### config.mk
export PLATFORM = sky130hd
export DESIGN_NAME = cfl_mem
export DESIGN_NICKNAME = d
export VERILOG_FILES = /design/src/design/cumulative_frequency_lookup_defines.svh /design/src/design/cfl_mem.sv
export SDC_FILE = /design/constraint.sdc
export NUM_CORES = 2
export LEC_CHECK = 0
export BUFFER_PORTS_ARGS = -buffer_cell sky130_fd_sc_hd__buf_2
export CAP_MARGIN = 10
export CELL_PAD_IN_SITES_DETAIL_PLACEMENT = 0
export CELL_PAD_IN_SITES_GLOBAL_PLACEMENT = 1
export CORE_MARGIN = 10
export CORE_UTILIZATION = 40
export CTS_CLUSTER_SIZE = 10
export DETAILED_ROUTE_END_ITERATION = 10
export PLACE_DENSITY_LB_ADDON = 0.2
export SETUP_SLACK_MARGIN = 0.02
export SLEW_MARGIN = 5
export SYNTH_ARGS = -nofsm -noshare
export SYNTH_HDL_FRONTEND = slang
export SYNTH_SLANG_ARGS = --single-unit
### constraint.sdc
create_clock -name clk -period 6.2 [get_ports clk]
set_input_delay 0.62 -clock clk [delete_from_list [all_inputs] [get_ports clk]]
set_output_delay 0.62 -clock clk [all_outputs]
set_load 0.03 [all_outputs]
### src/design/cumulative_frequency_lookup_defines.svh
// Assertion macros for the cumulative frequency lookup block.
// Each macro expects clk and arst_n to be visible where it is used.
`ifndef CUMULATIVE_FREQUENCY_LOOKUP_DEFINES_SVH
`define CUMULATIVE_FREQUENCY_LOOKUP_DEFINES_SVH

`ifndef SYNTHESIS

`define CFL_ASSERT(label, cond, msg) \
	label: assert property (@(posedge clk) disable iff (!arst_n) (cond)) else $error(msg);

`define CFL_ASSERT_IMPL(label, ante, cons, msg) \
	label: assert property (@(posedge clk) disable iff (!arst_n) (ante) |-> (cons)) \
		else $error(msg);

`define CFL_ASSERT_NEXT(label, ante, cons, msg) \
	label: assert property (@(posedge clk) disable iff (!arst_n) (ante) |=> (cons)) \
		else $error(msg);

`else

`define CFL_ASSERT(label, cond, msg)
`define CFL_ASSERT_IMPL(label, ante, cons, msg)
`define CFL_ASSERT_NEXT(label, ante, cons, msg)

`endif

`endif

### src/design/cfl_mem.sv
module cfl_mem #(
	parameter int ROWS  = 64,
	parameter int AW    = 6,
	parameter int WIDTH = 64
) (
	input  logic             clk,
	input  logic             rd_en,
	input  logic [AW-1:0]    rd_addr,
	output logic [WIDTH-1:0] rd_data,
	input  logic             wr_en,
	input  logic [AW-1:0]    wr_addr,
	input  logic [WIDTH-1:0] wr_data
);

	logic [WIDTH-1:0] mem [ROWS];

	always_ff @(posedge clk) begin
		if (wr_en) begin
			mem[wr_addr] <= wr_data;
		end
		if (rd_en) begin
			rd_data <= mem[rd_addr];
		end
	end

endmodule

==> metrics.log <==
INFO  metric max_slew.worst_pin.slew = 1281 ps
INFO  metric detail_route.iter0.violations = 8521
INFO  metric timing.critical_path.required = 6870 ps
INFO  metric finished_core_util = 45.67%
INFO  metric timing.reg2reg.setup_slack = 3960 ps
INFO  metric worst_hold_path_type = input pin to register
INFO  metric count_of_flip_flops_with_a_built_in_enable_after_synthesis = 4160
INFO  metric grt_util_all_layers = 21.89%
INFO  metric final_slew_viol_count = 0
INFO  metric post_synth_and_or_nand_nor_area_fraction = 1.235%
INFO  metric grt_antenna_before_repair = 36
INFO  metric clock_tree_from_tritoncts = done
INFO  metric layout.nets = 7140
INFO  metric post_synth_xor_area_fraction = 0%
INFO  metric worstReg2RegEnd = rd_data[22]$_DFFE_PP_
INFO  metric cts.sink_count = 4160
INFO  metric synth_top_family_by_area = multiplexers
INFO  metric setup_tns = 0 ps
INFO  metric first_global_vias = 77319
INFO  metric start_util = 40.26%
INFO  metric placement.io_buffers = 142
INFO  metric clock_pin_slew_reported_for_the_worst_setup_and_hold_paths_after_clock_tree_synthesis = 60 ps
INFO  metric postSynthRegisterBits = 4160
INFO  metric total_congestion_overflow_after_global_routing = 0
INFO  metric power_leakage = 54.75 nW
INFO  metric area_delta_synth_final = 13.43%
INFO  metric cts_htree_levels = 5
INFO  metric synth_compound_gate_area_share = 2.467%
INFO  metric critPathCapture = rd_data[45]$_DFFE_PP_
INFO  metric maxClockFrequency = 334.4 MHz
INFO  metric post-route-period-util = 48.23%
INFO  metric critical_path_cell_count = 8
INFO  metric postCtsSetupBuffers = 0
INFO  metric cts.repair.resized = 0
INFO  metric wl_per_cell = 37.54 µm
INFO  metric antenna_violating_nets_post_route = 0
INFO  metric chip_width = 646.5 µm
INFO  metric timing.critical_path.buf_inv = 3
INFO  metric crit_path_cell_trace = buf_12 > buf_4 > buf_4 > mux4_2 > mux2i_1 > o22ai_1 > a41oi_1 > a211oi_1
INFO  metric cts-hold-fix-buffers = 1
INFO  metric syn_nets = 6677
INFO  metric io_pins = 143
INFO  metric worst_ir_drop_vdd = 0.0002985 V
INFO  metric critPathArrivalTime = 3660 ps
INFO  metric drcViolationCount = 0
INFO  metric design.die.area = 417900 µm²
INFO  metric detailroute.via_count = 74957
INFO  metric startpoint_type = input pin
INFO  metric worst_path_dominant_cell_family = buffers and inverters
INFO  metric gp_congestion = 0.7621
INFO  metric slowest_delay = 750 ps
INFO  metric fillerInstances = 32008
INFO  metric die_h = 646.5 µm
INFO  metric post_synth_num_cell_types = 32
INFO  metric slew-limit-headroom = 14.42%
INFO  metric dp_hpwl = 244.5 mm
INFO  metric power_density = 325.9 nW/µm²
INFO  metric layout-drive-gt1-share = 27.85%
INFO  metric crit_path_max_fanout = 77
INFO  metric avgSynthCellArea = 23.79 µm²
INFO  metric grt_setup_unrepaired = false
INFO  metric clk-insertion-delay-late = 1000 ps
INFO  metric ys_dominant_reg_cell = sky130_fd_sc_hd__edfxtp_1
INFO  metric crit_start = rd_addr[0]
INFO  metric synthesis.yosys.warnings = 0
INFO  metric fin_skew = 66.87 ps
INFO  metric endpoint_kind = register
INFO  metric finalCriticalPeriod = 2990 ps
INFO  metric detail_route.first_pass.iterations = 5
INFO  metric report.final.setup_viol = 0
INFO  metric synth.yosys.seq_area_share = 79.57%
INFO  metric yosys.area_share.adder = 0%
INFO  metric max_cap_violations = 0
INFO  metric total_clock_buffers_created_by_cts = 464
INFO  metric final_hold_violating_endpoints = 0
INFO  metric grt_first_pass_wirelength = 642.5 mm
INFO  metric average_vias_per_placed_instance = 6.058
INFO  metric final_cell_mix = 4160 x sky130_fd_sc_hd__edfxtp_1, 1024 x sky130_fd_sc_hd__mux4_2, 470 x sky130_fd_sc_hd__clkbuf_16
INFO  metric clockRootBuffer = sky130_fd_sc_hd__clkbuf_16
INFO  metric post_synth_mux_area_share = 15.55%
INFO  metric mostFrequentLayoutCell = sky130_fd_sc_hd__edfxtp_1
INFO  metric critPathKind = input pin to register
INFO  metric clk_path_buf_depth = 4
INFO  metric regArea = 124900 µm²
INFO  metric critPathSlowestCell = sky130_fd_sc_hd__buf_4
INFO  metric cp_common_cell = sky130_fd_sc_hd__buf_4
INFO  metric status = finished clean
INFO  metric drt_wl_total = 464.5 mm
INFO  metric fp-row-count = 229
INFO  metric pin_count_of_the_biggest_net_entering_global_routing = 101
INFO  metric r2r_cells = 5
INFO  metric multi_input_area = 30790 µm²
INFO  metric synthesis.instances = 6598
INFO  metric synthesis.area = 157000 µm²
INFO  metric rr_startpoint = mem[55][22]$_DFFE_PP_
INFO  metric asyncSetResetFlopFracSynth = 0%
INFO  metric core = 390000 µm²
-- through the flow --
step / hold WS [ps] / std cells / power, mW / instance area (µm²) / worst slack (ps)
5_1_grt: 302.4 / 12364 / 59.80 / 178100 / 2992
6_report: 310.3 / 12374 / 58.04 / 178100 / 3210
2_1_floorplan: 718.9 / 6598 / 33.39 / 157000 / 144.0
3_3_place_gp: 895.3 / 11791 / 34.65 / 165500 / 2188
3_5_place_dp: 909.6 / 11791 / 34.71 / 165500 / 2119
4_1_cts: 246.4 / 12361 / 58.59 / 178000 / 3199
-- flip-flops by register name, summed over array words and instances (netlist names) --
signal / flops
mem: 4096
rd_data: 64
-- worst reg2reg max path, cell delays in order, from the launching register on --
cell and delay, ps:
sky130_fd_sc_hd__edfxtp_1 350, sky130_fd_sc_hd__mux4_2 470, sky130_fd_sc_hd__mux2i_1 210, sky130_fd_sc_hd__o22ai_1 150, sky130_fd_sc_hd__a31oi_1 640, sky130_fd_sc_hd__a211oi_1 110
-- cell type report --
type,instances,area share (%)
tap,5197,3.652
inverter,19,0.04005
clock buffer,525,6.721
multi-input combinational,2049,17.29
clock inverter,44,0.3120
sequential,4160,70.15
timing repair buffer,367,1.820
antenna,13,0.01827
-- routing by layer --
metal	GRT usage, %	vias up	share of wire (%)
met5	0	-	0.015
met4	5.260	10	2.6
met3	3.020	658	6.0
met2	37.38	2929	50
met1	29.95	42040	41
li1	-	29320	-
-- cell usage after synthesis (all sizes together), types with 26 or more instances --
master / count / area share, %
clkbuf: 140 / 0.33
mux2i: 135 / 0.86
a211oi: 63 / 0.30
or2: 28 / 0.11
a22o: 88 / 0.49
or3: 29 / 0.12
a41oi: 26 / 0.15
nor2b: 28 / 0.11
a22oi: 168 / 0.80
and3: 64 / 0.26
nor2: 112 / 0.27
nand2: 58 / 0.14
buf: 230 / 0.80
edfxtp: 4160 / 80
o221ai: 38 / 0.21
nand3: 45 / 0.14
o22ai: 83 / 0.33
mux4: 1024 / 15
-- where the power goes --
part	leakage (nW)	internal [mW]	total, mW	switching (mW)
sequential	37.5	31.2	31.4	0.124
combinational	11.2	0.961	2.72	1.76
clock	6.10	13.5	24.0	10.5
total	54.7	45.7	58.0	12.4
-- kinds of logic after synthesis --
logic type             count (synthesis)
AOI/OAI and AO/OA                    504
buffers and inverters                389
DFF                                 4160
muxes                               1159
and+or+nand+nor                      386
-- worst min-delay path by stage --
stage,start,endpoint,slack (ps),cells after the start
6_report,wr_data[32],mem[50][32]$_DFFE_PP_,310,2
5_1_grt,wr_data[13],mem[3][13]$_DFFE_PP_,300,2
4_1_cts,wr_data[32],mem[50][32]$_DFFE_PP_,250,2
3_5_place_dp,mem[44][2]$_DFFE_PP_,rd_data[2]$_DFFE_PP_,910,4
3_3_place_gp,mem[46][14]$_DFFE_PP_,rd_data[14]$_DFFE_PP_,900,4
2_1_floorplan,wr_data[0],mem[0][0]$_DFFE_PP_,720,0
Power figures use the tool's default switching activity.
