`config.mk`:
```
export PLATFORM = sky130hd
export DESIGN_NAME = cfl_engine
export DESIGN_NICKNAME = d
export VERILOG_FILES = /design/src/design/cumulative_frequency_lookup_defines.svh /design/src/design/cfl_pkg.sv /design/src/design/cfl_engine.sv
export SDC_FILE = /design/constraint.sdc
export NUM_CORES = 1
export LEC_CHECK = 0
export BUFFER_PORTS_ARGS = -buffer_cell sky130_fd_sc_hd__buf_2
export CORE_MARGIN = 2
export CORE_UTILIZATION = 45
export CTS_CLUSTER_SIZE = 30
export DETAILED_ROUTE_END_ITERATION = 8
export PLACE_DENSITY_LB_ADDON = 0.05
export SLEW_MARGIN = 20
export SYNTH_ARGS = -nofsm -noshare
export SYNTH_HDL_FRONTEND = slang
export SYNTH_SLANG_ARGS = --single-unit
```
`constraint.sdc`:
```
create_clock -name clk -period 42.2 [get_ports clk]
set_clock_uncertainty 0.15 [all_clocks]
set_input_delay 6.33 -clock clk [delete_from_list [all_inputs] [get_ports clk]]
set_output_delay 6.33 -clock clk [all_outputs]
set_load 0.1 [all_outputs]
```
`src/design/cumulative_frequency_lookup_defines.svh`:
```
// Assertion macros for the cumulative frequency lookup block.
// Each macro expects clk and arst_n to be visible where it is used.
`ifndef CUMULATIVE_FREQUENCY_LOOKUP_DEFINES_SVH
`define CUMULATIVE_FREQUENCY_LOOKUP_DEFINES_SVH

`ifndef SYNTHESIS

`define CFL_ASSERT(label, cond, msg) \
	label: assert property (@(posedge clk) disable iff (!arst_n) (cond)) else $error(msg);

`define CFL_ASSERT_IMPL(label, ante, cons, msg) \
	label: assert property (@(posedge clk) disable iff (!arst_n) (ante) |-> (cons)) \
		else $error(msg);

`define CFL_ASSERT_NEXT(label, ante, cons, msg) \
	label: assert property (@(posedge clk) disable iff (!arst_n) (ante) |=> (cons)) \
		else $error(msg);

`else

`define CFL_ASSERT(label, cond, msg)
`define CFL_ASSERT_IMPL(label, ante, cons, msg)
`define CFL_ASSERT_NEXT(label, ante, cons, msg)

`endif

`endif

```
`src/design/cfl_pkg.sv`:
```
package cfl_pkg;

	localparam int NUM_SYMBOLS_DEF = 256;
	localparam int COUNT_BITS_DEF  = 16;

	// Counts are stored four to a memory row.
	localparam int LANES     = 4;
	localparam int LANE_BITS = 2;

	localparam logic [1:0] OP_WRITE    = 2'd0;
	localparam logic [1:0] OP_INTERVAL = 2'd1;
	localparam logic [1:0] OP_FIND     = 2'd2;

	localparam logic [8:0]  ACTIVE_RESET = 9'd256;
	localparam logic [24:0] ACC_CAP      = 25'h100_0000;
	localparam logic [23:0] RANGE_MAX    = 24'hFF_FFFF;

	typedef struct packed {
		logic [1:0]  operation;
		logic [7:0]  symbol_index;
		logic [15:0] count_value;
		logic [23:0] target;
	} req_t;

	typedef struct packed {
		logic [23:0] range_low;
		logic [23:0] range_high;
		logic [7:0]  found_symbol;
		logic        status;
	} rsp_t;

	typedef struct packed {
		logic ready;
		logic clearing;
		logic done;
	} eng_stat_t;

	// Running sums are held capped at 2**24: anything at or above it saturates on output
	// and exceeds every target, so the cap changes no result.
	function automatic logic [24:0] cap_sum(input logic [32:0] s);
		logic [24:0] r;
		if (s > {8'd0, ACC_CAP}) begin
			r = ACC_CAP;
		end else begin
			r = s[24:0];
		end
		return r;
	endfunction

	function automatic logic [23:0] sat24(input logic [24:0] v);
		logic [23:0] r;
		if (v[24]) begin
			r = RANGE_MAX;
		end else begin
			r = v[23:0];
		end
		return r;
	endfunction

endpackage

```
`src/design/cfl_engine.sv`:
```
module cfl_engine #(
	parameter int NUM_SYMBOLS = 256,
	parameter int COUNT_BITS  = 16,
	parameter int ROWS        = 64,
	parameter int AW          = 6
) (
	input  logic                               clk,
	input  logic                               arst_n,
	input  logic                               req_valid,
	input  cfl_pkg::req_t                      req,
	input  logic [8:0]                         active_symbols,
	input  logic                               take,
	output cfl_pkg::eng_stat_t                 stat,
	output cfl_pkg::rsp_t                      res,
	output logic                               mem_rd_en,
	output logic [AW-1:0]                      mem_rd_addr,
	input  logic [cfl_pkg::LANES*COUNT_BITS-1:0] mem_rd_data,
	output logic                               mem_wr_en,
	output logic [AW-1:0]                      mem_wr_addr,
	output logic [cfl_pkg::LANES*COUNT_BITS-1:0] mem_wr_data
);

	localparam int RW = cfl_pkg::LANES * COUNT_BITS;

	localparam logic [2:0] ST_CLEAR = 3'd0;
	localparam logic [2:0] ST_IDLE  = 3'd1;
	localparam logic [2:0] ST_WRMOD = 3'd2;
	localparam logic [2:0] ST_WALK  = 3'd3;
	localparam logic [2:0] ST_DONE  = 3'd4;

	logic [2:0]            state_q;
	logic [AW-1:0]         clr_q;
	logic [1:0]            op_q;
	logic [7:0]            sym_q;
	logic [COUNT_BITS-1:0] cnt_q;
	logic [23:0]           tgt_q;
	logic [8:0]            neff_q;
	logic [AW-1:0]         last_row_q;
	logic [24:0]           acc_q;
	logic [AW-1:0]         row_s1;
	cfl_pkg::rsp_t         res_q;

	// Decode of the incoming beat.
	logic          sym_in_table;
	logic [8:0]    n_eff;
	logic [AW-1:0] sym_row;
	logic [AW-1:0] find_last;
	logic [AW-1:0] int_last;

	assign sym_in_table = 16'(req.symbol_index) < 16'(NUM_SYMBOLS);
	assign n_eff = (16'(active_symbols) > 16'(NUM_SYMBOLS)) ? 9'(NUM_SYMBOLS)
		: active_symbols;
	assign sym_row   = AW'(16'(req.symbol_index) >> cfl_pkg::LANE_BITS);
	assign find_last = AW'((16'(n_eff) - 16'd1) >> cfl_pkg::LANE_BITS);
	assign int_last  = sym_in_table ? sym_row : AW'(ROWS - 1);

	// Four-lane accumulation over the row that the memory presents.
	logic [24:0]     run;
	logic [32:0]     own;
	logic            found;
	logic [24:0]     f_lo;
	logic [24:0]     f_hi;
	logic [7:0]      f_idx;
	logic [15:0]     lane_idx;
	logic [32:0]     lane_cnt;
	logic [24:0]     lane_hi;
	logic [24:0]     int_hi;
	logic [RW-1:0]   mod_row;

	always_comb begin
		run   = acc_q;
		own   = '0;
		found = 1'b0;
		f_lo  = '0;
		f_hi  = '0;
		f_idx = '0;
		lane_idx = '0;
		lane_cnt = '0;
		lane_hi  = '0;
		for (int l = 0; l < cfl_pkg::LANES; l++) begin
			lane_idx = 16'({row_s1, cfl_pkg::LANE_BITS'(l)});
			lane_cnt = 33'(mem_rd_data[l*COUNT_BITS +: COUNT_BITS]);
			lane_hi  = cfl_pkg::cap_sum(33'(run) + lane_cnt);
			if (op_q == cfl_pkg::OP_FIND) begin
				if (!found && lane_idx < 16'(neff_q)) begin
					if (lane_hi > {1'b0, tgt_q}) begin
						found = 1'b1;
						f_lo  = run;
						f_hi  = lane_hi;
						f_idx = lane_idx[7:0];
					end else begin
						run = lane_hi;
					end
				end
			end else begin
				if (lane_idx < 16'(sym_q)) begin
					run = lane_hi;
				end
				if (lane_idx == 16'(sym_q)) begin
					own = lane_cnt;
				end
			end
		end
		int_hi = cfl_pkg::cap_sum(33'(run) + own);
	end

	always_comb begin
		mod_row = mem_rd_data;
		for (int l = 0; l < cfl_pkg::LANES; l++) begin
			if (cfl_pkg::LANE_BITS'(l) == sym_q[cfl_pkg::LANE_BITS-1:0]) begin
				mod_row[l*COUNT_BITS +: COUNT_BITS] = cnt_q;
			end
		end
	end

	always_comb begin
		mem_rd_en   = 1'b0;
		mem_rd_addr = '0;
		mem_wr_en   = 1'b0;
		mem_wr_addr = '0;
		mem_wr_data = '0;
		unique case (state_q)
			ST_CLEAR: begin
				mem_wr_en   = 1'b1;
				mem_wr_addr = clr_q;
			end
			ST_IDLE: begin
				mem_rd_en   = req_valid;
				mem_rd_addr = (req.operation == cfl_pkg::OP_WRITE) ? sym_row : '0;
			end
			ST_WRMOD: begin
				mem_wr_en   = 1'b1;
				mem_wr_addr = row_s1;
				mem_wr_data = mod_row;
			end
			ST_WALK: begin
				// The next row is fetched while this one is summed.
				mem_rd_en   = 1'b1;
				mem_rd_addr = row_s1 + AW'(1);
			end
			default: begin
			end
		endcase
	end

	always_ff @(posedge clk or negedge arst_n) begin
		if (!arst_n) begin
			state_q <= ST_CLEAR;
			clr_q   <= '0;
		end else begin
			unique case (state_q)
				ST_CLEAR: begin
					clr_q <= clr_q + AW'(1);
					if (clr_q == AW'(ROWS - 1)) begin
						state_q <= ST_IDLE;
					end
				end
				ST_IDLE: begin
					if (req_valid) begin
						case (req.operation)
							cfl_pkg::OP_WRITE: begin
								state_q <= sym_in_table ? ST_WRMOD : ST_DONE;
							end
							cfl_pkg::OP_INTERVAL: begin
								state_q <= ST_WALK;
							end
							cfl_pkg::OP_FIND: begin
								state_q <= (n_eff == 9'd0) ? ST_DONE : ST_WALK;
							end
							default: begin
								state_q <= ST_DONE;
							end
						endcase
					end
				end
				ST_WRMOD: begin
					state_q <= ST_DONE;
				end
				ST_WALK: begin
					if ((op_q == cfl_pkg::OP_FIND && found) || row_s1 == last_row_q) begin
						state_q <= ST_DONE;
					end
				end
				ST_DONE: begin
					if (take) begin
						state_q <= ST_IDLE;
					end
				end
				default: begin
					state_q <= ST_IDLE;
				end
			endcase
		end
	end

	always_ff @(posedge clk) begin
		unique case (state_q)
			ST_IDLE: begin
				op_q   <= req.operation;
				sym_q  <= req.symbol_index;
				cnt_q  <= COUNT_BITS'(32'(req.count_value));
				tgt_q  <= req.target;
				neff_q <= n_eff;
				acc_q  <= '0;
				res_q.range_low    <= '0;
				res_q.range_high   <= '0;
				res_q.found_symbol <= '0;
				res_q.status       <= (req.operation == cfl_pkg::OP_FIND) && (n_eff == 9'd0);
				row_s1 <= (req.operation == cfl_pkg::OP_WRITE) ? sym_row : '0;
				last_row_q <= (req.operation == cfl_pkg::OP_FIND) ? find_last : int_last;
			end
			ST_WALK: begin
				acc_q  <= run;
				row_s1 <= row_s1 + AW'(1);
				if (op_q == cfl_pkg::OP_FIND) begin
					if (found) begin
						res_q.range_low    <= cfl_pkg::sat24(f_lo);
						res_q.range_high   <= cfl_pkg::sat24(f_hi);
						res_q.found_symbol <= f_idx;
						res_q.status       <= 1'b0;
					end else if (row_s1 == last_row_q) begin
						res_q.status <= 1'b1;
					end
				end else if (row_s1 == last_row_q) begin
					res_q.range_low  <= cfl_pkg::sat24(run);
					res_q.range_high <= cfl_pkg::sat24(int_hi);
				end
			end
			default: begin
			end
		endcase
	end

	assign res            = res_q;
	assign stat.ready     = (state_q == ST_IDLE);
	assign stat.clearing  = (state_q == ST_CLEAR);
	assign stat.done      = (state_q == ST_DONE);

endmodule

```
==> flow_metrics.env <==
export IMPL_status="complete, no violations"
export IMPL_wl_met1_um=40410
export IMPL_worstHoldPathCells=1
export IMPL_synthArstFlopShare=0.05556
export IMPL_ys_warnings_count=0
export IMPL_die_w_um=216.7
export IMPL_synthCells=2576
export IMPL_top_layer_used="met4"
export IMPL_numCtsBuffers=17
export IMPL_timing_rr_end="res[10]"
export IMPL_timing_final_max_slew_violations=0
export IMPL_synth_area_leaders="edfxtp_1, ha_1, nand2_1"
export IMPL_drt_iter0_drc=3354
export IMPL_synth_seq_cells=162
export IMPL_min_to="clr_q[5]"
export IMPL_min_path_type="flop to flop"
export IMPL_dp_final_hpwl_um=80940
export IMPL_drive_above_1_share=0.1753
export IMPL_wirelength_um=102600
export IMPL_final_nets=3101
export IMPL_crit_path_frequent_cell="a21oi_1"
export IMPL_grt_total_usage=0.4270
export IMPL_critPathKind="input pin to flop"
export IMPL_yosysMostFrequentCell="nand2_1"
export IMPL_die_area_mm2=0.04696
export IMPL_htreeDepth=4
export IMPL_rsz0062_at_grt="false"
export IMPL_core_mm2=0.04441
export IMPL_cp_data_arrival_time_ns=40.51
export IMPL_clk_latency_ns=0.51
export IMPL_grt_max_degree=73
export IMPL_grt_pass1_wl_um=146000
export IMPL_worstMarginPinSlew_ns=1.092
export IMPL_gp_congestion=1.068
export IMPL_ys_types=114
export IMPL_via_per_inst=6.828
export IMPL_clockBufferDepth=2
export IMPL_hold_buffers=0
export IMPL_hold_viol=0
export IMPL_nFillCells=4296
export IMPL_setup_violations=0
export IMPL_r2r_start="acc_q[0]"
export IMPL_avgRoutedWirePerCell_um=30.30
export IMPL_critPathMaxStageDelay_ns=0.66
export IMPL_reg2reg_depth=154
export IMPL_overflow=0
export IMPL_cp_required_ns=42.25
export IMPL_synth_edf_count=153
export IMPL_met2WireLength_um=43420
export IMPL_cp_slowest_cell="or4b_2"
export IMPL_cp_end_kind="flop"
export IMPL_dr_pass1_iters=7
export IMPL_area_delta_synth_final_pct=13.11
export IMPL_core_rowCount=77
export IMPL_vias=23120
export IMPL_cts_num_sinks=162
export IMPL_ant_nets=0
export IMPL_mappedNetlistNets=2900
export IMPL_initial_core_util=0.4584
export IMPL_ios=265
export IMPL_netlist_area_mm2=0.02036
export IMPL_finalCritPeriodShare=0.9587
export IMPL_antenna_found_initial=4
export IMPL_cp_max_fo=23
export IMPL_drv_cap=0
export IMPL_grt_pass1_vias=21280
export IMPL_ys_flop_type="edfxtp_1"
export IMPL_place_port_buffers=264
export IMPL_start_kind="input pin"
export IMPL_wl_met3_um=14050
export IMPL_drc_errors=0
export IMPL_cts_setup_buffers=0
export IMPL_reg2reg_slack_ns=7.11
export IMPL_synth_top_cells_by_count="nand2_1, a21oi_1, nor2_1"
export IMPL_min_from="clr_q[5]"
export IMPL_tritoncts="built"
export IMPL_fmax_mhz=24.72
export IMPL_slew_headroom=0.2722
export IMPL_clk_pin_slew_ns=0.09
export IMPL_synth_largest_area_cell="edfxtp_1"
export IMPL_synth_seq_area_share=0.2367
export IMPL_tns_ns=0
export IMPL_fin_crit_ns=40.46
export IMPL_netlist_area_leader_share=0.2257
export IMPL_die_h_um=216.7
export IMPL_synth_area_per_cell_um2=7.904
export IMPL_root_buffer="clkbuf_16"
==> how the worst max path moves through the flow <==
stage              startpoint      end  slack, ns  cells after the start
2_1_floorplan  mem_rd_data[0]  res[11]       5.61                    159
3_3_place_gp   mem_rd_data[0]  res[10]       1.06                    151
3_5_place_dp   mem_rd_data[0]  res[10]       0.50                    148
4_1_cts        mem_rd_data[0]  res[10]       0.80                    148
5_1_grt        mem_rd_data[0]  res[10]       0.02                    156
6_report       mem_rd_data[0]  res[10]       1.74                    155
==> cell families (layout without fill, tap and decap cells) <==
logic type               after synthesis  count (layout)  synth area share
AO/OA/AOI/OAI                        799             799            0.2695
XOR/XNOR                             104             104           0.04474
adder cells (fa/ha/maj)              197             197            0.1229
buffers and inverters                291             504           0.05672
flip-flops                           162             162            0.2367
multiplexers                          72              72           0.04548
other                                  0               5                 0
AND/OR/NAND/NOR                      951             951            0.2239
==> final cells by class <==
class / instances / area (um2) / area share
diodes: 5 / 12.51 / 0.0005433
clock buffers: 18 / 429.2 / 0.01864
clock inverters: 13 / 126.4 / 0.005488
inverters: 151 / 566.8 / 0.02461
multi-input cells: 2123 / 14560 / 0.6324
flip-flops and latches: 162 / 4820 / 0.2093
well taps: 592 / 740.7 / 0.03217
repair buffers: 322 / 1769 / 0.07683
==> state kept, by name, indices dropped and copies added, names as in the netlist <==
name        cells
cnt_q          16
sym_q           8
res            57
acc_q          25
last_row_q      6
tgt_q          24
op_q            2
clr_q           6
state_q         3
row_s1          6
neff_q          9
==> per-stage QoR <==
stage	std cells	hold WS, ns	instance area, um2	utilization	worst slack [ns]
2_1_floorplan	2576	0.3158	20360	-	5.609
3_3_place_gp	3350	0.3640	22370	0.5036	1.062
3_5_place_dp	3350	0.3616	22370	0.5037	0.4954
4_1_cts	3381	0.3778	22930	0.5162	0.7989
5_1_grt	3381	0.3970	23020	0.5182	0.01659
6_report	3386	0.3796	23030	0.5185	1.742
==> per-layer routing <==
| metal | vias up | GRT usage |
|---|---|---|
| met5 | - | 0 |
| met4 | 0 | 0.1785 |
| li1 | 9954 | - |
| met3 | 319 | 0.1422 |
| met1 | 11050 | 0.5646 |
| met2 | 1795 | 0.6368 |
==> critical path: cells and delay by family <==
family                   cells  cell delay, ns
AO/OA/AOI/OAI               87           18.70
XOR/XNOR                     3            0.93
adder cells (fa/ha/maj)     11            3.22
buffers and inverters       14            2.27
multiplexers                 1            0.48
AND/OR/NAND/NOR             39            8.47
==> cell usage in the layout, fill, tap and decap left out, drive strengths merged, types with 46 or more instances in the layout <==
| master | netlist | routed |
|---|---|---|
| nor2 | 213 | 213 |
| ha | 192 | 192 |
| buf | 30 | 322 |
| xnor2 | 77 | 77 |
| o21ai | 121 | 121 |
| nor3 | 51 | 51 |
| nand3 | 52 | 52 |
| a211oi | 56 | 56 |
| nand2 | 355 | 355 |
| mux2i | 46 | 46 |
| and2 | 48 | 48 |
| a221oi | 63 | 63 |
| a21oi | 266 | 266 |
| and3 | 48 | 48 |
| edfxtp | 153 | 153 |
| inv | 150 | 155 |
==> repair_timing <==
item / CTS / global route
hold endpoints to repair: 0 / 0
resized for setup: 0 / 17
endpoints found under the setup margin: 0 / 24
Power is left out: the tool's default activity adds up to more than one toggle a clock period on the data nets, which glitch-free logic cannot reach.
